[src/rtl/lkvc_pkg.sv]
package lkvc_pkg;

	localparam int ENTRIES_DEF = 16;
	localparam int CAP_W       = 5;
	localparam int DATA_W      = 32;

	localparam logic [CAP_W-1:0]  CAP_RESET  = 5'd16;
	localparam logic [DATA_W-1:0] MISS_VALUE = '1;

	localparam logic OP_GET = 1'b0;
	localparam logic OP_PUT = 1'b1;

	typedef enum logic [2:0] {
		ST_IDLE,
		ST_SCAN,
		ST_DECIDE,
		ST_TOUCH,
		ST_DONE
	} lkvc_state_t;

	// per-state controls from the sequencer decode
	typedef struct packed {
		logic in_ready;
		logic scan;
		logic decide;
		logic touch;
		logic done;
	} lkvc_ctrl_t;

endpackage

[src/rtl/lru_key_value_cache.sv]
// Fully associative key/value cache with least-recently-used replacement. Each input
// transfer is a get (op=0) or a put (op=1) of a 32-bit key; every one yields exactly one
// output transfer: found, read_value (stored value, -1 on a get miss, the written value
// on a put) and evicted. Recency is a rank per entry (0 = most recent) held in a RAM next
// to the key and data RAMs; valid bits are flops and clear at reset, so no clearing pass
// is needed. One item runs under a small sequencer: a scan pass reads one entry per cycle
// through the single key comparator, a decide step, then a rank update pass over the age
// RAM (skipped on a get miss), and a done state that loads the output register; both
// passes are set by the one-read-per-cycle port of the entry RAMs. in_ready is high only
// when no item is in progress; a finished result waits in the output register while the
// next item is accepted. capacity (written through cfg_we/cfg_wdata while idle) of 0 acts
// as 1 and values above ENTRIES act as ENTRIES; lowering it below the current occupancy
// keeps entries and makes every new put evict.
module lru_key_value_cache import lkvc_pkg::*; #(
	parameter int ENTRIES = ENTRIES_DEF
) (
	input  logic              clk,
	input  logic              arst_n,
	input  logic              cfg_we,
	input  logic [CAP_W-1:0]  cfg_wdata,
	input  logic              in_valid,
	output logic              in_ready,
	input  logic              op,
	input  logic [DATA_W-1:0] key,
	input  logic [DATA_W-1:0] value,
	output logic              out_valid,
	input  logic              out_ready,
	output logic              found,
	output logic [DATA_W-1:0] read_value,
	output logic              evicted
);

	localparam int IW = (ENTRIES > 1) ? $clog2(ENTRIES) : 1;   // entry index / rank width
	localparam int CW = $clog2(ENTRIES + 1);                    // counts up to ENTRIES
	localparam int XW = (CW > CAP_W) ? CW : CAP_W;              // capacity compare width
	localparam logic [CW-1:0] LAST = CW'(ENTRIES);

	lkvc_state_t state_q, state_nxt;
	lkvc_ctrl_t  ctrl;

	logic [CAP_W-1:0]   capacity_q;
	logic [ENTRIES-1:0] valid_q;
	logic [CW-1:0]      occ_q;
	logic [CW-1:0]      cnt_q;

	// latched item
	logic              op_q;
	logic [DATA_W-1:0] key_q;
	logic [DATA_W-1:0] value_q;

	// read pipeline stage
	logic          rd_vld_s1;
	logic [IW-1:0] rd_idx_s1;

	// scan results
	logic          hit_q, free_any_q, old_any_q;
	logic [IW-1:0] hit_idx_q, free_idx_q, old_idx_q;
	logic [IW-1:0] hit_age_q, old_age_q;

	// touch control
	logic [IW-1:0] slot_q;
	logic [IW-1:0] thr_q;
	logic          touch_all_q;

	// result / output registers
	logic              res_found_q, res_evict_q;
	logic [DATA_W-1:0] res_value_q;
	logic              out_valid_q, out_found_q, out_evict_q;
	logic [DATA_W-1:0] out_value_q;

	// RAM ports
	logic [DATA_W-1:0] key_rdata, data_rdata;
	logic [IW-1:0]     age_rdata;
	logic [IW-1:0]     rd_addr;
	logic              age_we;
	logic [IW-1:0]     age_wdata;

	// decide-cycle logic
	logic [XW-1:0] eff_cap;
	logic          put_new, evict, need_touch;
	logic [IW-1:0] slot_sel;
	logic          issue, cnt_last;

	assign issue    = (cnt_q < LAST);
	assign cnt_last = (cnt_q == LAST);
	assign rd_addr  = cnt_q[IW-1:0];

	always_comb begin
		priority if (capacity_q == '0) begin
			eff_cap = XW'(1);
		end else if (XW'(capacity_q) > XW'(ENTRIES)) begin
			eff_cap = XW'(ENTRIES);
		end else begin
			eff_cap = XW'(capacity_q);
		end
	end

	assign put_new    = (op_q == OP_PUT) && !hit_q && free_any_q && (XW'(occ_q) < eff_cap);
	assign evict      = (op_q == OP_PUT) && !hit_q && !put_new;
	assign need_touch = hit_q || (op_q == OP_PUT);

	always_comb begin
		priority if (hit_q) begin
			slot_sel = hit_idx_q;
		end else if (put_new) begin
			slot_sel = free_idx_q;
		end else begin
			slot_sel = old_idx_q;
		end
	end

	// ---- sequencer: next state
	always_comb begin
		state_nxt = state_q;
		unique case (state_q)
			ST_IDLE:   if (in_valid) state_nxt = ST_SCAN;
			ST_SCAN:   if (cnt_last) state_nxt = ST_DECIDE;
			ST_DECIDE: state_nxt = need_touch ? ST_TOUCH : ST_DONE;
			ST_TOUCH:  if (cnt_last) state_nxt = ST_DONE;
			ST_DONE:   if (!out_valid_q || out_ready) state_nxt = ST_IDLE;
			default:   state_nxt = ST_IDLE;
		endcase
	end

	// ---- sequencer: outputs
	always_comb begin
		ctrl = '0;
		unique case (state_q)
			ST_IDLE:   ctrl.in_ready = 1'b1;
			ST_SCAN:   ctrl.scan     = 1'b1;
			ST_DECIDE: ctrl.decide   = 1'b1;
			ST_TOUCH:  ctrl.touch    = 1'b1;
			ST_DONE:   ctrl.done     = 1'b1;
			default:   ctrl = '0;
		endcase
	end

	assign in_ready = ctrl.in_ready;

	always_ff @(posedge clk or negedge arst_n) begin
		if (!arst_n) begin
			state_q <= ST_IDLE;
		end else begin
			state_q <= state_nxt;
		end
	end

	// ---- configuration
	always_ff @(posedge clk or negedge arst_n) begin
		if (!arst_n) begin
			capacity_q <= CAP_RESET;
		end else if (cfg_we) begin
			capacity_q <= cfg_wdata;
		end
	end

	// ---- pass counter and read stage
	always_ff @(posedge clk or negedge arst_n) begin
		if (!arst_n) begin
			cnt_q     <= '0;
			rd_vld_s1 <= 1'b0;
		end else begin
			rd_vld_s1 <= (ctrl.scan || ctrl.touch) && issue;
			if (ctrl.scan || ctrl.touch) begin
				cnt_q <= cnt_last ? '0 : cnt_q + CW'(1);
			end else begin
				cnt_q <= '0;
			end
		end
	end

	always_ff @(posedge clk) begin
		rd_idx_s1 <= rd_addr;
	end

	// ---- item latch
	always_ff @(posedge clk) begin
		if (in_valid && in_ready) begin
			op_q    <= op;
			key_q   <= key;
			value_q <= value;
		end
	end

	// ---- scan: one key compare per cycle, plus free and oldest tracking
	always_ff @(posedge clk or negedge arst_n) begin
		if (!arst_n) begin
			hit_q      <= 1'b0;
			free_any_q <= 1'b0;
			old_any_q  <= 1'b0;
		end else if (in_valid && in_ready) begin
			hit_q      <= 1'b0;
			free_any_q <= 1'b0;
			old_any_q  <= 1'b0;
		end else if (ctrl.scan && rd_vld_s1) begin
			if (valid_q[rd_idx_s1]) begin
				if (!hit_q && key_rdata == key_q) begin
					hit_q <= 1'b1;
				end
				if (!old_any_q || age_rdata > old_age_q) begin
					old_any_q <= 1'b1;
				end
			end else if (!free_any_q) begin
				free_any_q <= 1'b1;
			end
		end
	end

	always_ff @(posedge clk) begin
		if (ctrl.scan && rd_vld_s1) begin
			if (valid_q[rd_idx_s1]) begin
				if (!hit_q && key_rdata == key_q) begin
					hit_idx_q <= rd_idx_s1;
					hit_age_q <= age_rdata;
				end
				if (!old_any_q || age_rdata > old_age_q) begin
					old_idx_q <= rd_idx_s1;
					old_age_q <= age_rdata;
				end
			end else if (!free_any_q) begin
				free_idx_q <= rd_idx_s1;
			end
		end
	end

	// ---- decide: allocation, occupancy, touch setup, result
	always_ff @(posedge clk or negedge arst_n) begin
		if (!arst_n) begin
			valid_q <= '0;
			occ_q   <= '0;
		end else if (ctrl.decide && put_new) begin
			valid_q[slot_sel] <= 1'b1;
			occ_q             <= occ_q + CW'(1);
		end
	end

	always_ff @(posedge clk) begin
		if (ctrl.decide) begin
			slot_q      <= slot_sel;
			thr_q       <= hit_q ? hit_age_q : old_age_q;
			touch_all_q <= put_new;
			res_found_q <= hit_q;
			res_evict_q <= evict;
			res_value_q <= (op_q == OP_PUT) ? value_q : MISS_VALUE;
		end else if (ctrl.touch && cnt_q == '0 && op_q == OP_GET) begin
			// data read issued in the decide cycle lands now
			res_value_q <= data_rdata;
		end
	end

	// ---- touch: ranks below the threshold age by one (every valid rank on a new-entry put), the slot becomes 0
	always_comb begin
		age_we    = 1'b0;
		age_wdata = '0;
		if (ctrl.touch && rd_vld_s1) begin
			if (rd_idx_s1 == slot_q) begin
				age_we = 1'b1;
			end else if (valid_q[rd_idx_s1] && (touch_all_q || age_rdata < thr_q)) begin
				age_we    = 1'b1;
				age_wdata = age_rdata + IW'(1);
			end
		end
	end

	// ---- output register
	always_ff @(posedge clk or negedge arst_n) begin
		if (!arst_n) begin
			out_valid_q <= 1'b0;
		end else if (ctrl.done && (!out_valid_q || out_ready)) begin
			out_valid_q <= 1'b1;
		end else if (out_ready) begin
			out_valid_q <= 1'b0;
		end
	end

	always_ff @(posedge clk) begin
		if (ctrl.done && (!out_valid_q || out_ready)) begin
			out_found_q <= res_found_q;
			out_evict_q <= res_evict_q;
			out_value_q <= res_value_q;
		end
	end

	assign out_valid  = out_valid_q;
	assign found      = out_found_q;
	assign evicted    = out_evict_q;
	assign read_value = out_value_q;

	// ---- entry storage
	lkvc_ram #(.WIDTH(DATA_W), .DEPTH(ENTRIES)) u_key_ram (
		.clk   (clk),
		.we    (ctrl.decide && op_q == OP_PUT && !hit_q),
		.waddr (slot_sel),
		.wdata (key_q),
		.raddr (rd_addr),
		.rdata (key_rdata)
	);

	lkvc_ram #(.WIDTH(DATA_W), .DEPTH(ENTRIES)) u_data_ram (
		.clk   (clk),
		.we    (ctrl.decide && op_q == OP_PUT),
		.waddr (slot_sel),
		.wdata (value_q),
		.raddr (slot_sel),
		.rdata (data_rdata)
	);

	lkvc_ram #(.WIDTH(IW), .DEPTH(ENTRIES)) u_age_ram (
		.clk   (clk),
		.we    (age_we),
		.waddr (rd_idx_s1),
		.wdata (age_wdata),
		.raddr (rd_addr),
		.rdata (age_rdata)
	);

	// ---- checks
	a_occ_matches_valid: assert property (@(posedge clk) disable iff (!arst_n)
		$countones(valid_q) == int'(occ_q))
		else $error("occupancy count disagrees with valid bits");

	a_occ_bounded: assert property (@(posedge clk) disable iff (!arst_n)
		occ_q <= LAST)
		else $error("occupancy above entry count");

	a_occ_step: assert property (@(posedge clk) disable iff (!arst_n)
		##1 (occ_q == $past(occ_q) || occ_q == $past(occ_q) + CW'(1)))
		else $error("occupancy moved by more than one");

	a_hit_no_evict: assert property (@(posedge clk) disable iff (!arst_n)
		out_valid_q |-> !(out_found_q && out_evict_q))
		else $error("result both found and evicted");

	a_busy_not_ready: assert property (@(posedge clk) disable iff (!arst_n)
		(in_valid && in_ready) |=> !in_ready)
		else $error("accepted a second item while one is in progress");

endmodule

[src/rtl/lkvc_ram.sv]
module lkvc_ram import lkvc_pkg::*; #(
	parameter int WIDTH = DATA_W,
	parameter int DEPTH = ENTRIES_DEF,
	localparam int AW   = (DEPTH > 1) ? $clog2(DEPTH) : 1
) (
	input  logic             clk,
	input  logic             we,
	input  logic [AW-1:0]    waddr,
	input  logic [WIDTH-1:0] wdata,
	input  logic [AW-1:0]    raddr,
	output logic [WIDTH-1:0] rdata
);

	logic [WIDTH-1:0] mem [DEPTH];

	always_ff @(posedge clk) begin
		if (we) begin
			mem[waddr] <= wdata;
		end
		rdata <= mem[raddr];
	end

endmodule
[config.mk]
export PLATFORM = sky130hd
export DESIGN_NAME = lru_key_value_cache
export DESIGN_NICKNAME = d
export VERILOG_FILES = /design/src/rtl/lkvc_pkg.sv /design/src/rtl/lru_key_value_cache.sv /design/src/rtl/lkvc_ram.sv
export SDC_FILE = /design/constraint.sdc
export NUM_CORES = 1
export LEC_CHECK = 0
export ABC_AREA = 0
export BUFFER_PORTS_ARGS = -buffer_cell sky130_fd_sc_hd__buf_2
export CAP_MARGIN = 20
export CELL_PAD_IN_SITES_DETAIL_PLACEMENT = 0
export CELL_PAD_IN_SITES_GLOBAL_PLACEMENT = 2
export CORE_MARGIN = 8
export CORE_UTILIZATION = 50
export DETAILED_ROUTE_END_ITERATION = 12
export PLACE_DENSITY = 0.85
export SKIP_LAST_GASP = 1
export SLEW_MARGIN = 20
export SYNTH_ARGS = -nofsm -noshare
export SYNTH_HDL_FRONTEND = slang
export SYNTH_HIERARCHICAL = 1
export SYNTH_SLANG_ARGS = --single-unit
[constraint.sdc]
create_clock -name clk -period 6.4 [get_ports clk]
set_clock_uncertainty 0.15 [all_clocks]
set_input_delay 1.28 -clock clk [delete_from_list [all_inputs] [get_ports clk]]
set_output_delay 1.28 -clock clk [all_outputs]
set_load 0.05 [all_outputs]
==> summary.txt <==
Run status
  – Status: finished clean

Worst hold path
  – Worst min-delay path class: reg2reg

Worst setup path
  – Worst-path cell chain: inv_1 > nand2_1 > ha_1 > o21ai_0 > o221ai_1 > a21o_1 > a221o_4 > nand2_1 > nor2_4 > buf_4
  – Critical path type: reg2reg
  – Worst path required time: 6680 ps
  – Slowest CP cell: a221o_4
  – Critical path capture point type: flop
  – Critical path's most frequent cell: nand2_1
  – Crit-path max FO: 63
  – Critical Path AT: 4970 ps
  – Crit start category: flop
  – Crit path largest cell delay: 850 ps

CTS
  – Skew-Pair Late Insertion Delay: 750 ps
  – Post-CTS Hold Buffers: 0
  – Clock sink count: 1,361
  – H-tree depth: 4
  – Clock Path Buffers: 3
  – Clk root buf: clkbuf_16
  – CTS resizes: 0
  – TritonCTS Buffers: 138
  – CTS tree: done
  – CTS clk-pin slew, worst paths: 60 ps
  – Post-CTS Setup Bufs: 0

Pwr
  – VDD IR-drop max: 0.295 mV
  – Leakage power: 18.6 nW
  – Pwr dens: 408 nW/µm²

STA
  – Setup_tns: 0 ps
  – RSZ-0062 raised after global routing: no
  – Post-layout min period: 4690 ps
  – Max Fclk: 213 MHz
  – Endpoints failing hold: 0
  – Max_slew headroom: 20.8%
  – Slew @ Worst Pin: 1190 ps
  – Tcrit/Tclk final: 73.2%
  – Max Transition Viols Final: 0
  – Final setup viols: 0

Final layout
  – Area Overhead vs Synth: 14.3%
  – Area occupied by multi-input gates: 10,200 µm²
  – Nets: 2,657
  – Ratio of cells with drive above 1 in the final layout: 26.5%
  – Register Area: 40,000 µm²
  – Filler cells: 7,133
  – Layout Cells excl Fill: 3,981

Yosys
  – Seq/Total Area, Yosys: 79.0%
  – Most common cell in the netlist: edfxtp_1
  – Share of the synthesized area in the top cell type: 74.2%
  – Syn_area_per_cell: 21.3 µm²
  – Synth top area cells: edfxtp_1, mux4_2, dfxtp_1, a22oi_1, dfrtp_1
  – Largest area contributor in the netlist: edfxtp_1
  – Commonest cells in the netlist: edfxtp_1, mux4_2, a22oi_1, nand2_1, nor2_1
  – Yosys warnings: 6
  – Netlist cell types: 59
  – Synth Register Bits: 1,361
  – Post-synthesis async set-or-reset flop share: 2.87%
  – Mapped Cells: 2,371
  – Post-synth EDFFs: 1,250
  – Syn nets: 2,461
  – Main flop type after synthesis: edfxtp_1
  – Synthesized cell area: 50,600 µm²

Floorplanning
  – # rows: 116
  – Die area: 112,000 µm²
  – Chip height: 334 µm
  – IO Pins: 111
  – CORE AREA: 100,000 µm²
  – Initial Util: 50.5%
  – Die W: 334 µm

Placed design
  – Port Buffers: 110
  – GP Congestion: 0.774
  – HPWL Detailed: 60,400 µm
  – Placed cells: 3,717

Drt
  – DRC violations left: 0
  – Vias: 23,700
  – Post-Route WL: 107,000 µm
  – Vias per Instance: 5.95
  – Pre-antenna DRT Iters: 5
  – Initial DRC count: 2,327
  – WL per Instance: 26.8 µm
  – DRT antenna net count: 0

Global routing
  – Global Route Usage Sum: 19.1%
  – Grt ovf: 0
  – Vias in the first global route: 24,900
  – Pin count of the biggest net entering global routing: 93
  – Initial antenna violation count: 5
  – First-pass GRT wire length: 160,000 µm

Job
  – Max Cap Violations: 0
## flip-flops by register name, summed over array words and instances, names as in the netlist, 32 cells and up
name / flops
read_value: 32
u_age_ram/mem: 64
value_q: 32
res_value_q: 32
u_data_ram/mem: 512
key_q: 32
u_key_ram/rdata: 32
u_key_ram/mem: 512
u_data_ram/rdata: 32
## metal layers
metal,routed length [µm],GRT usage (%),vias to the layer above,part of all wire [%]
li1,-,-,10200,-
met1,43800,25.9,12500,41
met2,53300,31.5,899,50
met3,7210,4.02,158,6.8
met4,2200,5.38,0,2.1
met5,0,0,-,0
## metrics by stage
step | hold slack [ps] | total power, mW | cell area, µm² | utilization (%) | setup WS [ps]
finish | 271 | 23.6 | 57800 | 57.7 | 1710
global route | 273 | 24.5 | 57800 | 57.7 | 1530
CTS | 270 | 23.7 | 57600 | 57.5 | 1720
detailed placement | 255 | 15.7 | 53000 | 52.9 | 1720
global placement | 254 | 15.6 | 52900 | 52.8 | 1790
floorplan | 250 | 14.4 | 50600 | - | 1090
## critical path: cells and delay by family, from the launching register on
kind                       cells  cell delay [ps]
buffers and inverters          2              450
and+or+nand+nor                3             1370
adders and majority gates      1              300
DFF                            1              360
AOI/OAI and AO/OA              4             1710
## placed cells by master (no fill, tap or decap), types with 9 or more instances in the layout
| cell type | instances |
|---|---|
| ha_1 | 15 |
| nand2_1 | 91 |
| nor3_1 | 13 |
| clkbuf_8 | 9 |
| dfrtp_1 | 36 |
| xnor2_1 | 13 |
| dfxtp_1 | 72 |
| nand2b_1 | 12 |
| mux4_2 | 262 |
| clkinv_1 | 14 |
| nor2_1 | 64 |
| bufinv_16 | 12 |
| buf_4 | 38 |
| xor2_1 | 32 |
| mux4_1 | 14 |
| clkbuf_16 | 140 |
| nor2_4 | 26 |
| edfxtp_1 | 1250 |
| a22oi_1 | 133 |
| nor3_2 | 13 |
| a21o_1 | 11 |
| clkinv_2 | 18 |
| clkinvlp_4 | 13 |
| buf_16 | 10 |
| buf_2 | 110 |
| a31oi_1 | 33 |
| clkbuf_1 | 30 |
| nand3_1 | 18 |
| inv_1 | 50 |
| o21ai_0 | 10 |
## power by group
part | internal, mW | switching [mW] | leakage [nW] | total (mW)
Sequential | 10.7 | 0.696 | 12.3 | 11.4
Clock | 4.66 | 3.36 | 2.20 | 8.02
Combinational | 1.77 | 2.34 | 4.11 | 4.11
## logic make-up (layout without fill, tap and decap cells)
group / count (synthesis) / in the layout / share of synthesized area (%)
simple gates: 284 / 284 / 2.64
mux: 285 / 285 / 12.6
xor+xnor: 45 / 45 / 0.779
flops: 1361 / 1361 / 79.0
other cells: 0 / 1 / 0
fa+ha+maj: 15 / 15 / 0.371
buf+inv: 162 / 473 / 1.50
compound gates: 219 / 219 / 3.14
## path summary, 6_finish.rpt
check	startpoint	end	slack, ps	cells after the start
min reg2reg	res_found_q$_DFFE_PP_	found$_DFFE_PP_	270	0
min in group asynchronous	arst_n	valid_q[15]$_DFFE_PN0P_	530	1
min	res_found_q$_DFFE_PP_	found$_DFFE_PP_	270	0
max reg2reg	capacity_q[4]$_DFFE_PN1P_	u_data_ram/mem[3][17]$_DFFE_PP_	1710	10
max in group asynchronous	arst_n	cnt_q[0]$_DFF_PN0_	4850	1
max	capacity_q[4]$_DFFE_PN1P_	u_data_ram/mem[3][17]$_DFFE_PP_	1710	10
## cell type report
cell class              instances  area share (%)
diodes                          1         0.00433
clock buffers                 179            6.47
clock inverters                76            1.47
inverters                      54           0.351
multi-input cells             848            17.6
flip-flops and latches       1361            69.1
well taps                    1298            2.81
repair buffers                164            2.13
No activity file was read; power rests on OpenSTA's default activity.
